File: config.mk
export PLATFORM = sky130hd
export DESIGN_NAME = awg_div
export DESIGN_NICKNAME = d
export VERILOG_FILES = /design/src/rtl/core/awg_pkg.sv /design/src/rtl/core/awg_div.sv
export SDC_FILE = /design/constraint.sdc
export NUM_CORES = 1
export LEC_CHECK = 0
export CAP_MARGIN = 10
export CORE_UTILIZATION = 64
export CTS_CLUSTER_DIAMETER = 50
export CTS_CLUSTER_SIZE = 25
export DETAILED_ROUTE_END_ITERATION = 12
export DONT_BUFFER_PORTS = 1
export PLACE_DENSITY = 0.81
export RECOVER_POWER = 50
export SYNTH_ARGS = -nofsm -noshare
export SYNTH_HDL_FRONTEND = slang
export SYNTH_SLANG_ARGS = --single-unit
File: constraint.sdc
create_clock -name clk -period 3.7 [get_ports clk]
set_input_delay 0.555 -clock clk [delete_from_list [all_inputs] [get_ports clk]]
set_output_delay 0.555 -clock clk [all_outputs]
set_load 0.03 [all_outputs]
File: src/rtl/core/awg_pkg.sv
// Shared types, constants and helpers of the waveform table sample generator.
package awg_pkg;

	localparam int IDX_W    = 14;
	localparam int SAMPLE_W = 16;
	localparam int REG_W    = 15;
	localparam int TABLE_N  = 16384;

	// Pipeline depths: the sine datapath sets the depth, the divider is padded up to it.
	localparam int SINE_LAT = 22;
	localparam int DIV_LAT  = 16;
	localparam int Q_PAD    = SINE_LAT - DIV_LAT;

	localparam logic [30:0] ACC_ONE     = 31'h4000_0000;
	localparam logic [30:0] HALF_PI_Q30 = 31'd1686629713;

	// Taylor divisors and floor(2^32 / divisor) for the reciprocal multiply.
	localparam logic [7:0]  SIN_DIV   [6] = '{8'd156, 8'd110, 8'd72, 8'd42, 8'd20, 8'd6};
	localparam logic [29:0] SIN_RECIP [6] = '{30'd27531841, 30'd39045157, 30'd59652323,
		30'd102261126, 30'd214748364, 30'd715827882};

	typedef enum logic [2:0] {
		WAVE_SINE     = 3'd0,
		WAVE_TRIANGLE = 3'd1,
		WAVE_SQUARE   = 3'd2,
		WAVE_RAMP_UP  = 3'd3,
		WAVE_RAMP_DN  = 3'd4,
		WAVE_DC       = 3'd5,
		WAVE_DC_NEG   = 3'd6,
		WAVE_PWM      = 3'd7
	} wave_t;

	typedef enum logic [1:0] {
		REG_WAVE_SELECT = 2'd0,
		REG_RISE_LENGTH = 2'd1,
		REG_FALL_LENGTH = 2'd2,
		REG_HIGH_COUNT  = 2'd3
	} reg_t;

	typedef enum logic [1:0] {
		SRC_SINE   = 2'd0,
		SRC_DIV    = 2'd1,
		SRC_DIRECT = 2'd2
	} src_t;

	typedef struct packed {
		logic [IDX_W-1:0] idx;
		src_t             src;
		logic             neg;
		logic [17:0]      mag;
	} info_t;

	// Signed saturation of a sign and magnitude: +1.0 maps to the largest positive code.
	function automatic logic signed [SAMPLE_W-1:0] sample_sat(input logic neg,
		input logic [17:0] mag);
		logic signed [SAMPLE_W-1:0] res;
		if (!neg) begin
			res = (mag > 18'd32767) ? 16'sd32767 : SAMPLE_W'(mag);
		end else begin
			res = (mag > 18'd32768) ? -16'sd32768 : SAMPLE_W'(18'd0 - mag);
		end
		return res;
	endfunction

endpackage

File: src/rtl/core/awg_div.sv
// Pipelined restoring divider, one quotient bit per stage, 16-bit quotient.
module awg_div (
	input  logic        clk,
	input  logic        adv,
	input  logic [31:0] dividend,
	input  logic [15:0] divisor,
	output logic [15:0] quotient
);
	import awg_pkg::*;

	logic [31:0] rem_s [0:DIV_LAT-2];
	logic [15:0] dvs_s [0:DIV_LAT-2];
	logic [15:0] q_s   [0:DIV_LAT-1];

	for (genvar i = 0; i < DIV_LAT; i++) begin : g_bit
		logic [31:0] rin;
		logic [15:0] dvs;
		logic [15:0] qin;
		logic [31:0] sh;
		logic        ge;

		if (i == 0) begin : g_head
			assign rin = dividend;
			assign dvs = divisor;
			assign qin = '0;
		end else begin : g_body
			assign rin = rem_s[i-1];
			assign dvs = dvs_s[i-1];
			assign qin = q_s[i-1];
		end

		always_comb begin
			sh = 32'(dvs) << (DIV_LAT - 1 - i);
			ge = (rin >= sh);
		end

		always_ff @(posedge clk) begin
			if (adv) begin
				q_s[i] <= qin | (ge ? (16'd1 << (DIV_LAT - 1 - i)) : 16'd0);
			end
		end

		if (i < DIV_LAT - 1) begin : g_carry
			always_ff @(posedge clk) begin
				if (adv) begin
					rem_s[i] <= ge ? (rin - sh) : rin;
					dvs_s[i] <= dvs;
				end
			end
		end
	end

	assign quotient = q_s[DIV_LAT-1];

endmodule

==> flow_metrics.env <==
export IMPL_min_to="rem_s[0][19]$_DFFE_PP_"
export IMPL_hpwlAfterDp_mm=60.4
export IMPL_cp_start_kind="flip-flop"
export IMPL_finalSetupViolations=0
export IMPL_start_util=0.650
export IMPL_final_setup_tns_ns=0
export IMPL_synth_seq_area_share=0.586
export IMPL_synth_top_flop_cell="edfxtp_1"
export IMPL_synthesis_nets=3992
export IMPL_worstMarginPinSlew_ns=2.33
export IMPL_grt_overflow_total=0
export IMPL_clock_sinks=856
export IMPL_period_needed_ns=3.49
export IMPL_rr_endpoint="rem_s[1][103]$_DFFE_PP_"
export IMPL_multi_input_area_um2=16600
export IMPL_maxCapViolations=0
export IMPL_violations="max-slew violations"
export IMPL_synth_top_cells_by_area="edfxtp_1 (59%), ha_1 (7.3%), xnor2_1 (3.2%), a21oi_1 (3.1%), inv_1 (2.9%)"
export IMPL_finalHoldViolCount=0
export IMPL_async_flop_share=0
export IMPL_min_path_type="in -> reg"
export IMPL_synthTopCellsByCount="edfxtp_1 (856), inv_1 (342), a21oi_1 (271)"
export IMPL_yosys_area_top_type_share=0.586
export IMPL_cts_root_buf="clkbuf_16"
export IMPL_rrSetupSlack_ns=0.21
export IMPL_syn_area_per_cell_um2=12.0
export IMPL_htreeDepth=3
export IMPL_antenna_left=0
export IMPL_worstSetupEndpointType="flip-flop"
export IMPL_ys_ff_latch=856
export IMPL_cts_tree="done"
export IMPL_slew_headroom=-0.553
export IMPL_die_w_um=264
export IMPL_ys_warn_count=0
export IMPL_synth_top_area_cell="edfxtp_1"
export IMPL_detail_route_vias_per_cell=6.04
export IMPL_crit_fanout=27
export IMPL_cts_buffer_depth=3
export IMPL_grt_pass1_wl_mm=140
export IMPL_wl_per_cell_um=18.8
export IMPL_yosysMostFrequentCell="edfxtp_1"
export IMPL_r2r_start="rem_s[1][68]$_DFFE_PP_"
export IMPL_firstDrtPassIters=6
export IMPL_core_um2=67500
export IMPL_drtIter0Drc=1908
export IMPL_leakagePower_nw=18.6
export IMPL_run_status="finished, violations left"
export IMPL_synth_edf_count=856
export IMPL_worstSetupPathType="reg -> reg"
export IMPL_io_pins=66
export IMPL_fmax_mhz=286
export IMPL_slew_viol_final=799
export IMPL_regArea_um2=25700
export IMPL_r2r_cells=11
export IMPL_yosysUniqueCellTypes=78
export IMPL_postSynthCellCount=3671
export IMPL_path_common_cell="o21ai_0"
export IMPL_slowest_stage="edfxtp_1"
export IMPL_vdd_drop_max_mv=0.492
export IMPL_die_area_um2=69600
export IMPL_fillerInstances=4356
export IMPL_path_clk_slew_ns=0.08
export IMPL_cpPeakStageDelay_ns=0.38
export IMPL_insertion_delay_ns=0.65
export IMPL_hold_depth=1
export IMPL_hold_start="dividend[19]"
export IMPL_area_growth_pct=10.3
export IMPL_cts_setup_buffers=0
export IMPL_diodes=0
export IMPL_crit_required_ns=4.08
export IMPL_nets=4089
export IMPL_routabilityCongestion=0.947
export IMPL_synthesis_area_um2=43900
export IMPL_grt_pass1_vias=28968
export IMPL_finalCritPeriodShare=0.944
export IMPL_fin_skew_ns=0.0459
export IMPL_die_y_um=264
export IMPL_power_w=0.0349
export IMPL_rsz0062_at_grt="false"
export IMPL_arrival_ns=3.87
export IMPL_drc=0
export IMPL_power_density_nw_per_um2=720
export IMPL_antenna_found_initial=0
export IMPL_cts_buffers=80
export IMPL_groute_usage_overall=0.253
export IMPL_crit_chain="inv_1 -> ha_1 -> fa_1 -> nor2b_1 -> o21ai_0 -> nand2_1 -> o211a_1 -> o21ai_0 -> nand3_1 -> buf_12 -> mux2_2"
export IMPL_wl_mm=88.3
export IMPL_vias=28453
export IMPL_numPortBuffers=0
export IMPL_layout_drive_gt1_share=0.0762
export IMPL_grt_max_degree=857
export IMPL_placementRows=95
[how the worst max path moves through the flow]
stage | start | slack, ns | cells after the start | endpoint
2_1_floorplan | divisor[6] | 0.52 | 13 | rem_s[0][30]$_DFFE_PP_
3_3_place_gp | rem_s[0][169]$_DFFE_PP_ | 0.21 | 14 | rem_s[0][219]$_DFFE_PP_
4_1_cts | rem_s[1][41]$_DFFE_PP_ | 0.01 | 11 | rem_s[1][94]$_DFFE_PP_
5_1_grt | rem_s[1][6]$_DFFE_PP_ | 0.01 | 14 | rem_s[1][56]$_DFFE_PP_
3_5_place_dp | rem_s[0][169]$_DFFE_PP_ | 0.08 | 14 | rem_s[0][219]$_DFFE_PP_
6_report | rem_s[1][68]$_DFFE_PP_ | 0.21 | 11 | rem_s[1][103]$_DFFE_PP_
[per-layer routing]
metal  vias up  routed length (um)  share of wire  track usage
li1      13776                   -              -            -
met1     13611               29700           0.34        0.231
met3       327                2960          0.033       0.0337
met2       739               50000           0.57        0.516
met4         0                5610          0.064        0.153
met5         -                   0              0            0
[final cells by class]
type,instances,share of cell area
Multi-Input combinational cell,2399,0.344
Inverter,344,0.0267
Tap cell,873,0.0226
Clock inverter,63,0.0168
Timing Repair Buffer,87,0.0161
Clock buffer,85,0.0431
Sequential cell,856,0.531
[report_power, final]
part / leakage, nW / total (W) / internal, W / switching [W]
registers: 8.24 / 0.0147 / 0.0134 / 0.00129
logic: 9.02 / 0.0113 / 0.00506 / 0.00625
clock network: 1.39 / 0.00886 / 0.00473 / 0.00414
total: 18.6 / 0.0349 / 0.0232 / 0.0117
[stage by stage]
step	setup slack [ns]	hold WS (ns)	area, um2	instances	util
after floorplan	0.518	0.400	43900	3671	-
after global placement	0.208	0.400	45200	4528	0.669
after detailed placement	0.0830	0.405	45200	4528	0.669
after CTS	0.0123	0.110	48400	4707	0.717
after global routing	0.0119	0.106	48400	4707	0.717
final	0.209	0.136	48400	4707	0.717
[sequential cells by signal, indices dropped and copies added (netlist names)]
register,flops
q_s,136
dvs_s,240
rem_s,480
[cell usage in the layout (no fill, tap or decap), types with 38 or more instances in the layout]
cell type,instances
nand2_1,224
xor2_1,136
clkbuf_16,83
a21o_1,92
edfxtp_1,856
nor4_1,53
nand4_1,44
ha_1,256
or3_1,38
nand3_1,64
nor2b_1,41
nor2_1,232
a21oi_1,269
o21ai_0,218
nand2b_1,57
xnor2_1,158
nor3_1,78
mux2_2,51
buf_4,52
inv_1,342
[logic make-up after synthesis]
group,Yosys count,share of synthesized area
adders and majority gates,271,0.0798
buffers and inverters,416,0.0362
muxes,55,0.0140
DFF,856,0.586
AOI/OAI and AO/OA,824,0.116
xor gates and xnor gates,294,0.0587
and+or+nand+nor,955,0.110
[critical path: cells and delay by family, from the launching register on]
family / cells / cell delay, ns
AND/OR/NAND/NOR: 3 / 0.68
multiplexers: 1 / 0.29
adder cells (fa/ha/maj): 2 / 0.49
flip-flops: 1 / 0.38
AO/OA/AOI/OAI: 3 / 1.00
buffers and inverters: 2 / 0.38
[what timing repair did]
action	4_1_cts	5_1_grt
endpoints found under the setup margin	0	20
endpoints found under the hold margin	31	0
hold buffers	31	0
gates resized for setup	0	9
(Power assumes the default switching activity.)
